**src/hw/rtl/d2q_pkg.sv**
```systemverilog
`timescale 1ns / 1ps
// Shared types, constants and helper functions for the D2Q9 BGK collision pipeline.
// No dependencies; imported by d2q_div and d2q9_bgk_collision.
package d2q_pkg;

	localparam int NUM_W      = 35;  // magnitude of a momentum sum
	localparam int DIV_BITS   = 33;  // quotient bits resolved by the divider
	localparam int DIV_STEP   = 3;   // quotient bits per divider stage
	localparam int DIV_STAGES = DIV_BITS / DIV_STEP;

	localparam logic signed [27:0] W_REST = 28'sd119304647;
	localparam logic signed [27:0] W_AXIS = 28'sd29826162;
	localparam logic signed [27:0] W_DIAG = 28'sd7456540;
	localparam logic signed [41:0] ONE_Q  = 42'sd268435456;
	localparam logic [30:0]        OMEGA_RESET = 31'h4000_0000;

	typedef struct packed {
		logic [31:0]         rem;
		logic [DIV_BITS-1:0] bits;
		logic [DIV_BITS-1:0] quo;
		logic [31:0]         den;
		logic                ovf;
	} div_st_t;

	typedef struct packed {
		logic                ovf;
		logic [DIV_BITS-1:0] quo;
	} div_res_t;

	typedef struct packed {
		logic [8:0][31:0] f;
		logic [31:0]      rho;
		logic             negx;
		logic             negy;
		logic             zero;
	} side_t;

	typedef struct packed {
		logic [8:0][31:0] f;
		logic [31:0]      rho;
		logic [31:0]      ux;
		logic [31:0]      uy;
	} node_t;

	// Restoring division, DIV_STEP quotient bits.
	function automatic div_st_t div_step(input div_st_t x);
		div_st_t     y;
		logic [32:0] r2;
		y = x;
		for (int j = 0; j < DIV_STEP; j++) begin
			r2 = {y.rem, y.bits[DIV_BITS-1]};
			y.bits = {y.bits[DIV_BITS-2:0], 1'b0};
			if (r2 >= {1'b0, y.den}) begin
				y.rem = 32'(r2 - {1'b0, y.den});
				y.quo = {y.quo[DIV_BITS-2:0], 1'b1};
			end else begin
				y.rem = r2[31:0];
				y.quo = {y.quo[DIV_BITS-2:0], 1'b0};
			end
		end
		return y;
	endfunction

	function automatic logic [31:0] sat32(input logic signed [49:0] x);
		logic [31:0] r;
		if (x > 50'sd2147483647) begin
			r = 32'h7fff_ffff;
		end else if (x < -50'sd2147483648) begin
			r = 32'h8000_0000;
		end else begin
			r = x[31:0];
		end
		return r;
	endfunction

endpackage

```
**src/hw/rtl/d2q_div.sv**
```systemverilog
`timescale 1ns / 1ps
// Pipelined unsigned divider for the velocity: (num_mag * 2^28) / den_mag.
// Depends on d2q_pkg; DIV_STAGES register stages, advancing on en.
module d2q_div import d2q_pkg::*; (
	input  logic             clk,
	input  logic             en,
	input  logic [NUM_W-1:0] num_mag,
	input  logic [31:0]      den_mag,
	output div_res_t         res
);

	div_st_t init;
	div_st_t dst_s [DIV_STAGES];

	// Quotients of 2^33 and above only saturate, so they are flagged up front.
	always_comb begin
		init.ovf  = {2'b00, num_mag} >= {den_mag, 5'b00000};
		init.rem  = 32'(num_mag >> 5);
		init.bits = {num_mag[4:0], 28'h0};
		init.quo  = '0;
		init.den  = den_mag;
	end

	always_ff @(posedge clk) begin
		if (en) begin
			dst_s[0] <= div_step(init);
			for (int k = 1; k < DIV_STAGES; k++) begin
				dst_s[k] <= div_step(dst_s[k-1]);
			end
		end
	end

	assign res.ovf = dst_s[DIV_STAGES-1].ovf;
	assign res.quo = dst_s[DIV_STAGES-1].quo;

endmodule
```
**config.mk**
```make
export PLATFORM = sky130hd
export DESIGN_NAME = d2q_div
export DESIGN_NICKNAME = d
export VERILOG_FILES = /design/src/hw/rtl/d2q_pkg.sv /design/src/hw/rtl/d2q_div.sv
export SDC_FILE = /design/constraint.sdc
export NUM_CORES = 2
export LEC_CHECK = 0
export BUFFER_PORTS_ARGS = -buffer_cell sky130_fd_sc_hd__buf_2
export CELL_PAD_IN_SITES_DETAIL_PLACEMENT = 1
export CELL_PAD_IN_SITES_GLOBAL_PLACEMENT = 1
export CORE_ASPECT_RATIO = 0.75
export CORE_MARGIN = 2
export CORE_UTILIZATION = 51
export CTS_CLUSTER_DIAMETER = 100
export DETAILED_ROUTE_END_ITERATION = 6
export GPL_ROUTABILITY_DRIVEN = 0
export HOLD_SLACK_MARGIN = 0.12
export PLACE_DENSITY_LB_ADDON = 0.05
export SLEW_MARGIN = 20
export SYNTH_ARGS = -nofsm -noshare
export SYNTH_HDL_FRONTEND = slang
export SYNTH_SLANG_ARGS = --single-unit
```
**constraint.sdc**
```tcl
create_clock -name clk -period 15 [get_ports clk]
set_clock_uncertainty 0.2 [all_clocks]
set_input_delay 3 -clock clk [delete_from_list [all_inputs] [get_ports clk]]
set_output_delay 3 -clock clk [all_outputs]
set_load 0.01 [all_outputs]
```
Yosys cells after proc, flatten, opt, wreduce, memory -nomap -nowiden --
Memories as Yosys holds them, arrays and structs flattened. Index checks and enable logic that the tools add are counted.
Word-level totals: register bits 0, bits in writable memories 1408, input bits 69, output and inout bits 34, word-level logic and storage cells 180, memories kept 1
Cells by class: add/subtract/negate cells 33, magnitude comparators 34, mux-type cells 112
Memories:
- dst_s | words 11, width 128, read ports 11, clocked after Yosys merged registers in 0, wr ports 11, line d2q_div.sv:13 | div_st_t dst_s [DIV_STAGES];
Operator list (number):
- $mux 32 | 66
- $ge 33x32->1 | 32
- $sub 32x32->32 | 32
- $mux 33 | 11
- $ge 35x37->1 | 1
- $mux 1 | 35
- $ge 31x32->1 | 1
- $sub 31x32->32 | 1

Longest topological paths before layout --
An unclocked memory read counts as a cell.
word-level depth 10, mapped depth 44, depth with buffers taken out 40

Worst setup path before layout --
Ideal clock, no wire load.
path type input-to-reg, start input port num_mag[4], end memory dst_s[0][97] in the netlist's numbering (data pin), library setup time 0.260 ns, data arrival time 11.147 ns, required time 14.540 ns, path slack 3.393 ns, stages on the path 40, path buffers 5, cells stage by stage inv_1 -> ha_1 -> inv_1 -> fa_1 -> a21oi_1 -> o21ai_0 -> o31a_1 -> o2111ai_1 -> o21ai_0 -> o211ai_1 -> a31o_2 -> clkbuf_1 -> buf_1 -> nor2_1 -> a21oi_1 -> inv_1 -> ha_1 -> nand2b_1 -> (+4 left out) -> o21ai_1 -> o21ba_2 -> o211ai_2 -> buf_2 -> buf_1 -> mux2i_1 -> ha_1 -> o21a_1 -> o31a_1 -> o41a_1 -> o21ai_0 -> a211oi_1 -> nor2_1 -> o21a_1 -> a21oi_1 -> a211oi_1 -> clkbuf_1 -> mux2_2
RTL lines:
- start: declaration | line d2q_div.sv:7 | input logic [NUM_W-1:0] num_mag,
- end: declaration | line d2q_div.sv:13

==> run_results.csv <==
group,metric,value,unit
grt,grt_pass1_wl,479000,microns
synthesis,yosysTopAreaCellShare,29.0,%
synthesis,yosysWarnings,0,
placed_design,port_buffers,102,
synthesis,syn-num-nets,11000,
setup_path,r2r-end,"dst_s[4][107]$_DFFE_PP_",
cells_and_area,drive_gt1_share,9.01,%
placed_design,hpwl,258000,microns
setup_path,worstRegToRegCells,39,
grt,grt_max_degree,173,
floorplanning,initial_core_util,51.2,%
cells_and_area,syn_to_final_growth,7.29,%
cells_and_area,layout_commonest_cell,"ha_1",
synthesis,yosysSeqAreaShare,29.0,%
run_status,status,"finished, final reports clean",
setup_path,cp-endpoint,"dst_s[4][107]$_DFFE_PP_",
clock_network,cts_setup_buffers,0,
clock_network,clkTransAtPathRegs,0.06,ns
timing,fin_crit_sh,86.8,%
timing,fmax,76.8,MHz
grt,grt_overflow,0,
synthesis,ys_seq_elements,851,
routing,drt_pre_antenna_iters,6,
synthesis,synthArstFlopShare,0,%
routing,wl,317000,microns
cells_and_area,largestRegisters,"dst_s x851",
grt,grt_usage,34.8,%
clock_network,clock_latency,0.80,ns
routing,viasPerCell,6.45,
cells_and_area,stdcell_count,12200,
floorplanning,num_rows,132,
routing,antenna_left,0,
grt,antenna_found_initial,6,
cells_and_area,regMostFlops,"dst_s",
routing,drt_iter0_drc,6970,
floorplanning,io_pins,103,
routing,wl_per_cell,25.9,microns
timing,fin_crit,13.02,ns
cells_and_area,fill_cells,20000,
timing,setup_viol,0,
clock_network,cts_resized,0,
min_path,min_path_type,"register to register",
timing,max_slew_margin,14.3,%
setup_path,critPathMaxStageDelay,0.71,ns
setup_path,worstReg2RegStart,"dst_s[3][8]$_DFFE_PP_",
setup_path,crit_path_top_delay_cell,"a222oi_1",
routing,num_vias,79000,
synthesis,syn_inst,9852,
routing,drc,0,
setup_path,startpoint,"dst_s[3][8]$_DFFE_PP_",
floorplanning,die_h,364,microns
clock_network,numCtsBuffers,97,
synthesis,synth-main-ff-cell,"edfxtp_1",
synthesis,synth_cell_types,106,
floorplanning,core,172000,sq um
setup_path,crit_top_cell,"a21oi_1",
setup_path,r2r_slack,1.98,ns
clock_network,cts_sinks,851,
clock_network,cts_tree,"built",
grt,grt_pass1_vias,78800,
synthesis,synth_area_per_cell,8.96,sq um
setup_path,crit_type,"register to register",
clock_network,ctsHoldBuffers,0,
synthesis,synth_area_leader_cell,"edfxtp_1",
floorplanning,die_area,176000,sq um
synthesis,synth_area,88200,sq um
timing,rsz0062_at_grt,"false",
setup_path,cp.arrival,13.34,ns
setup_path,cp_max_fo,35,
cells_and_area,final_cell_mix,"1,067 x ha_1, 931 x a21oi_1, 851 x edfxtp_1, 741 x o21ai_0, 740 x nand2_1",
placed_design,dp.cells,12100,
clock_network,cts.htree.levels,3,
clock_network,cts.path.max_buffers,3,
cells_and_area,largest_reg_flops,851,
synthesis,synthTopCellsByArea,"edfxtp_1 29%, ha_1 15%, xnor2_1 5.8%",
timing,tns,0,ns
setup_path,required,15.32,ns
cells_and_area,nets,11000,
timing,finalMaxSlewViolations,0,
clock_network,root_buffer,"clkbuf_16",
setup_path,end_kind,"register",
synthesis,synth_edf_count,851,
job,maxCapViolations,0,
timing,finalHoldViolations,0,
timing,tightest_slew,1.27,ns
floorplanning,die_w,484,microns
setup_path,crit_path_start_kind,"register",
-- cells in the mapped netlist (154+ instances only) --
cell type  count
o21ai_0      741
a21o_1       420
inv_1        613
nand2_1      740
o21a_1       154
mux2_2       424
nand3_1      210
nor3_1       183
xor2_1       287
ha_1        1067
xnor2_1      582
nor2_1       629
a21oi_1      931
edfxtp_1     851
-- layout make-up --
cell class	instances	area, sq um	area share, %
clock inverter	76	1110	1.18
inverter	628	2360	2.49
tap	2278	2850	3.01
multi-input combinational	8168	59500	62.8
timing repair buffer	141	855	0.903
antenna	2	5.00	0.00529
clock buffer	104	2450	2.59
sequential	851	25600	27.0
-- metal layers --
metal | share of wire [%] | track usage (%)
met1 | 45 | 48.6
met2 | 43 | 54.1
met3 | 7.2 | 5.60
met4 | 4.1 | 12.9
met5 | 0.0038 | 0
-- metrics by stage --
step	hold WS [ns]	area (sq um)	setup slack, ns	util, %
3_5_place_dp	0.205	91100	2.31	52.9
5_1_grt	0.223	94700	1.24	55.0
4_1_cts	0.212	94700	2.20	55.0
6_report	0.211	94700	1.98	55.0
2_1_floorplan	0.200	88200	3.39	-
3_3_place_gp	0.201	91100	2.52	52.9
-- worst min-delay path by stage --
stage / end / slack, ns / startpoint / cells after the start
2_1_floorplan: dst_s[10][0]$_DFFE_PP_ / 0.20 / dst_s[9][0]$_DFFE_PP_ / 0
3_3_place_gp: dst_s[7][49]$_DFFE_PP_ / 0.20 / dst_s[6][46]$_DFFE_PP_ / 0
3_5_place_dp: dst_s[10][45]$_DFFE_PP_ / 0.21 / dst_s[9][42]$_DFFE_PP_ / 0
4_1_cts: dst_s[3][36]$_DFFE_PP_ / 0.21 / dst_s[2][33]$_DFFE_PP_ / 0
5_1_grt: dst_s[3][41]$_DFFE_PP_ / 0.22 / dst_s[2][38]$_DFFE_PP_ / 0
6_report: dst_s[9][44]$_DFFE_PP_ / 0.21 / dst_s[8][41]$_DFFE_PP_ / 0
-- worst max-delay path: cells and delay by family (launching register included) --
kind / cells / cell delay (ns)
DFF: 1 / 0.38
muxes: 1 / 0.42
buffers and inverters: 6 / 1.66
AOI/OAI and AO/OA: 19 / 6.70
adders and majority gates: 3 / 1.00
and+or+nand+nor: 10 / 2.32
-- cells by family (layout without fill, tap and decap cells) --
kind of cell    count (synthesis)  count (layout)  share of synthesized area (%)
compound gates               3136            3136                           22.6
simple gates                 2537            2537                           13.7
fa+ha+maj                    1082            1082                           15.5
xor+xnor                      869             869                           8.62
flops                         851             851                           29.0
buf+inv                       833             949                           3.75
mux                           544             544                           6.92
other cells                     0               2                              0
Power is not shown: default switching activity piles up to over one toggle a cycle in this logic, so the estimate is an artifact.
